**src/rtl/m4vt_pkg.sv**
```systemverilog
// ----------------------------------------------------------------------------
// m4vt_pkg
// Shared types and constants of the 4x4 matrix-vector transform.
// ----------------------------------------------------------------------------
package m4vt_pkg;

    // Fixed-point format of vector components and matrix entries.
    localparam int FRAC_BITS = 16;
    localparam int COMP_W    = 32;
    localparam int NCOMP     = 4;
    localparam int VEC_W     = COMP_W * NCOMP;

    // Internal arithmetic widths: exact products, pair sums, four-term sum.
    localparam int PROD_W = 2 * COMP_W;
    localparam int PAIR_W = PROD_W + 1;
    localparam int SUM_W  = PROD_W + 2;

    // Configuration port geometry: eight 64-bit registers at 8-byte spacing.
    localparam int NREGS    = 8;
    localparam int REG_W    = 64;
    localparam int ADDR_W   = 6;
    localparam int ADDR_LSB = 3;
    localparam int IDX_W    = 3;

    typedef logic signed [COMP_W-1:0] t_comp;
    typedef logic [NCOMP-1:0][COMP_W-1:0] t_vec;
    typedef logic [NCOMP-1:0][NCOMP-1:0][COMP_W-1:0] t_mat;

    // Load enables of the three pipeline stages.
    typedef struct packed {
        logic adv_mul;
        logic adv_pair;
        logic adv_out;
    } t_stage_ctl;

    localparam logic [COMP_W-1:0] ONE_Q  = COMP_W'(1) << FRAC_BITS;
    localparam logic [COMP_W-1:0] SAT_HI = {1'b0, {(COMP_W-1){1'b1}}};
    localparam logic [COMP_W-1:0] SAT_LO = {1'b1, {(COMP_W-1){1'b0}}};

endpackage

```
**src/rtl/m4vt_regs.sv**
```systemverilog
// ----------------------------------------------------------------------------
// m4vt_regs
// APB register file holding the row-major 4x4 matrix, reset to identity.
// ----------------------------------------------------------------------------
module m4vt_regs (
    input  logic                         i_clk,
    input  logic                         i_rst_n,
    input  logic                         psel,
    input  logic                         penable,
    input  logic                         pwrite,
    input  logic [m4vt_pkg::ADDR_W-1:0]  paddr,
    input  logic [m4vt_pkg::REG_W-1:0]   pwdata,
    output logic [m4vt_pkg::REG_W-1:0]   prdata,
    output logic                         pready,
    output m4vt_pkg::t_mat               o_mat
);
    import m4vt_pkg::*;

    logic [REG_W-1:0] r_mat [NREGS];
    logic [IDX_W-1:0] idx;
    logic             wr_en;

    assign idx    = paddr[ADDR_LSB +: IDX_W];
    assign wr_en  = psel & penable & pwrite;
    assign pready = 1'b1;
    assign prdata = r_mat[idx];

    always_ff @(posedge i_clk) begin
        if (!i_rst_n) begin
            r_mat[0] <= {{COMP_W{1'b0}}, ONE_Q};
            r_mat[1] <= '0;
            r_mat[2] <= {ONE_Q, {COMP_W{1'b0}}};
            r_mat[3] <= '0;
            r_mat[4] <= '0;
            r_mat[5] <= {{COMP_W{1'b0}}, ONE_Q};
            r_mat[6] <= '0;
            r_mat[7] <= {ONE_Q, {COMP_W{1'b0}}};
        end else if (wr_en) begin
            r_mat[idx] <= pwdata;
        end
    end

    // Entry (row, col) sits in register 2*row + col/2, half col%2.
    always_comb begin
        for (int r = 0; r < NCOMP; r++) begin
            for (int c = 0; c < NCOMP; c++) begin
                o_mat[r][c] = r_mat[IDX_W'(2*r + c/2)][COMP_W*(c%2) +: COMP_W];
            end
        end
    end

endmodule

```
**config.mk**
```make
export PLATFORM = sky130hd
export DESIGN_NAME = m4vt_regs
export DESIGN_NICKNAME = d
export VERILOG_FILES = /design/src/rtl/m4vt_pkg.sv /design/src/rtl/m4vt_regs.sv
export SDC_FILE = /design/constraint.sdc
export NUM_CORES = 1
export LEC_CHECK = 0
export ABC_CLOCK_PERIOD_IN_PS = 8300
export BUFFER_PORTS_ARGS = -buffer_cell sky130_fd_sc_hd__buf_2
export CAP_MARGIN = 0
export CORE_MARGIN = 2
export CORE_UTILIZATION = 25
export CTS_BUF_LIST = sky130_fd_sc_hd__clkbuf_4 sky130_fd_sc_hd__clkbuf_8
export CTS_CLUSTER_DIAMETER = 150
export DETAILED_ROUTE_END_ITERATION = 7
export HOLD_SLACK_MARGIN = 0.03
export PLACE_DENSITY = 0.46
export SYNTH_ARGS = -nofsm -noshare
export SYNTH_HDL_FRONTEND = slang
export SYNTH_SLANG_ARGS = --single-unit
```
**constraint.sdc**
```tcl
create_clock -name i_clk -period 8.3 [get_ports i_clk]
set_clock_uncertainty 0.1 [all_clocks]
set_input_delay 2.075 -clock i_clk [delete_from_list [all_inputs] [get_ports i_clk]]
set_output_delay 2.075 -clock i_clk [all_outputs]
set_load 0.03 [all_outputs]
```
* Yosys cells after proc, flatten, opt, wreduce, memory -nomap -nowiden
Memory sizes are Yosys's and may differ from the RTL's.
Cells that the tools add are included.
** Storage, ports and cells
- Flip-flop bits (word level) :: 0
- Bits of input ports :: 75
- Memories :: 1
- Word-level logic and storage cells :: 11
- Memory bits (writable) :: 512
- Output and inout port bits :: 577
** Cells by class
- Reduce and logical (&&, ||, !) cells :: 1
- Bitwise operators :: 2
- Multiplexer cells :: 7
** Memory list
- r_mat :: depth 8, bits a word 64, read ports 9, clocked after Yosys merged registers in 0, write ports 8, RTL line m4vt_regs.sv:19 : logic [REG_W-1:0] r_mat [NREGS];
** Operators by type and width (number)
- $mux 64 :: 1
- $reduce_or 64->1 :: 1
- $mux 1 :: 5
- $mux 3 :: 1
- $and 1x1->1 :: 2

* Logic depth before layout (Yosys ltp)
- Depth in word-level cells :: 7
- Depth in mapped cells :: 6
- Gate-level depth less buffers :: 3

* Worst setup path before layout
OpenSTA, ideal clock, no wires.
- Path type :: input port to output port
- Start :: input port paddr[3] (netlist bit)
- End :: output port prdata[0] (netlist bit)
- Cell stages on the path :: 5
- Slack :: 2726 ps
- Required time :: 6125 ps
- Path buffers :: 3
- Arrival :: 3399 ps
- Cell sequence :: buf_2 -> buf_6 -> buf_6 -> mux4_2 -> mux2_2
** Between the ends
- Longest elaborated chain between the ends :: 1
** RTL lines
- start: declaration :: RTL line m4vt_regs.sv:11 : input logic [m4vt_pkg::ADDR_W-1:0] paddr,
- $mem_v2 8x64
- end: declaration :: RTL line m4vt_regs.sv:13 : output logic [m4vt_pkg::REG_W-1:0] prdata,
No other way between the ends.

* Final worst setup path
- Start :: input port paddr[3] (netlist bit)
- End :: output port prdata[41] (netlist bit)
The elaborated chain is that of the path after synthesis.

==> flow_metrics.env <==
export IMPL_status="completed"
export IMPL_die_w_um=306
export IMPL_ant_nets=0
export IMPL_hold_viol_final=0
export IMPL_grt_use_met3_pct=4.52
export IMPL_largest_reg_flops=512
export IMPL_drive_gt1_share_pct=48.9
export IMPL_grt_busiest_layer="met2"
export IMPL_clock_root_buffer="clkbuf_8"
export IMPL_cts_setup_buffers=0
export IMPL_dp_hpwl_mm=57.1
export IMPL_yosysWarnings=0
export IMPL_core_area_sq_um=90300
export IMPL_ys_seq_area_share_pct=67.3
export IMPL_crit_chain="buf_8, buf_4, mux4_2, mux2_2, buf_2"
export IMPL_globalRouteTotalUtil_pct=18.5
export IMPL_initial_core_util_pct=25.3
export IMPL_finalNonFillerCells=3267
export IMPL_cts_tree="built"
export IMPL_synth_top_cell_area_share_pct=67.3
export IMPL_setup_viol=0
export IMPL_dp_cells=3092
export IMPL_vdd_ir_drop_max_mv=0.163
export IMPL_io_buffer_count=647
export IMPL_ys_seq_elements=512
export IMPL_slowest_stage="mux4_2"
export IMPL_hp_class="input pin to register"
export IMPL_cap_violations=0
export IMPL_synth_top_cell_by_area="edfxtp_1"
export IMPL_end_kind="output port"
export IMPL_fmax_ghz=0.155
export IMPL_synthDistinctLibCells=26
export IMPL_placed_area_sq_um=27400
export IMPL_die_area_sq_um=93800
export IMPL_critPathKind="input pin to output port"
export IMPL_netlist_instances=1338
export IMPL_grt_remaining_overflow=0
export IMPL_grt_pass1_vias=15900
export IMPL_antenna_found_initial=4
export IMPL_clock_sinks=512
export IMPL_regMostFlops="r_mat"
export IMPL_period_needed_ps=6460
export IMPL_worstMarginPinSlew_ps=1160
export IMPL_arrival_ps=4280
export IMPL_synthTopCellsByArea="edfxtp_1 (67%), and2_1 (14%), mux4_2 (13%), mux2_2 (3.1%), clkbuf_2 (0.72%)"
export IMPL_cts_resized_gates=0
export IMPL_final_common_cell="buf_2"
export IMPL_syn_to_final_growth_pct=28.6
export IMPL_critPathMaxFanout=64
export IMPL_die_y_um=306
export IMPL_slew_headroom_pct=22.6
export IMPL_netlist_area_sq_um=22900
export IMPL_nFillCells=8992
export IMPL_cp_required_ps=6120
export IMPL_pin_count=652
export IMPL_crit_family="buffers and inverters"
export IMPL_syn_nets=1413
export IMPL_path_clk_slew_ps=60
export IMPL_drtIter0Drc=790
export IMPL_drc_errors=0
export IMPL_met1_usage_pct=22.8
export IMPL_power_leakage_uw=0.0113
export IMPL_grt_pass1_wl_mm=123
export IMPL_cts_buffer_depth=3
export IMPL_route_detailed_wl_per_inst_um=27.1
export IMPL_finalWirelength_mm=88.6
export IMPL_finalCritPeriodShare_pct=77.8
export IMPL_startpoint_type="input pin"
export IMPL_finalSetupTns_ps=0
export IMPL_synth_avg_cell_area_sq_um=17.1
export IMPL_viasPerCell=4.51
export IMPL_crit_buf_inv=3
export IMPL_row_count=110
export IMPL_cts_buffers=93
export IMPL_largestRegisters="r_mat (512)"
export IMPL_powerDensity_nw_per_um2=225
export IMPL_place_congestion=0.799
export IMPL_slowest_delay_ps=580
export IMPL_vias=14700
export IMPL_postCtsHoldBufs=0
export IMPL_grt_max_degree=67
export IMPL_final_cell_mix="buf_2 (644), edfxtp_1 (512), and2_1 (508)"
export IMPL_final_cell_area_sq_um=29400
export IMPL_finalMaxSlewViolations=0
export IMPL_use_met2_pct=31.7
export IMPL_layout_nets=2086
export IMPL_htreeDepth=3
export IMPL_rsz0062_at_grt="no"
export IMPL_dr_pass1_iters=4
==> worst paths after layout <==
path      endpoint  depth (start not counted)  startpoint  slack (ps)
min   r_mat[3][26]                          2  pwdata[26]        1650
max     prdata[41]                          5    paddr[3]        1840
==> cell families (layout without fill, tap and decap cells) <==
family | count (synthesis) | after routing | synth area share (%)
flip-flops | 512 | 512 | 67.3
AND/OR/NAND/NOR | 536 | 536 | 14.6
other | 1 | 6 | 0.0164
buffers and inverters | 95 | 843 | 2.28
multiplexers | 191 | 191 | 15.7
AO/OA/AOI/OAI | 3 | 3 | 0.110
==> routing by layer <==
| metal | up-vias | part of all wire, % |
|---|---|---|
| li1 | 6348 | - |
| met1 | 7696 | 41 |
| met2 | 554 | 50 |
| met3 | 121 | 6.4 |
| met4 | 2 | 2.6 |
| met5 | - | 0.012 |
==> per-stage QoR <==
step	utilization, %	power (uW)	worst slack [ps]	hold WS (ps)
after floorplan	-	3730	2730	2150
after global placement	30.4	4120	1780	2330
after detailed placement	30.4	4120	1740	2340
after CTS	32.5	6710	1750	1550
after global routing	32.5	6850	1630	1590
final	32.5	6610	1840	1650
==> layout make-up <==
class                   count  area (sq um)  area share (%)
flip-flops and latches    512         15400            52.3
clock inverters            58           526            1.79
repair buffers            672          3500            11.9
well taps                1176          1470            5.01
diodes                      5          12.5          0.0426
multi-input cells         731          7060            24.0
clock buffers             112          1440            4.88
inverters                   1          3.75          0.0128
==> cells in the mapped netlist (all sizes together) <==
library cell,n
mux4,127
a21boi,1
mux2,63
inv,1
nand2,2
mux2i,1
a21o,1
nor4,2
nor2b,2
o32a,1
nand3b,1
nor2,1
nand2b,12
conb,1
and3,4
and4,1
nor3,2
buf,37
clkbuf,57
nand4,1
and2,508
edfxtp,512
==> report_power, final <==
part / internal, uW / leakage (uW) / switching, uW
sequential: 2990 / 0.00487 / 84.8
clock: 1430 / 0.00102 / 1130
combinational: 285 / 0.00539 / 697
Power figures use the tool's default switching activity.
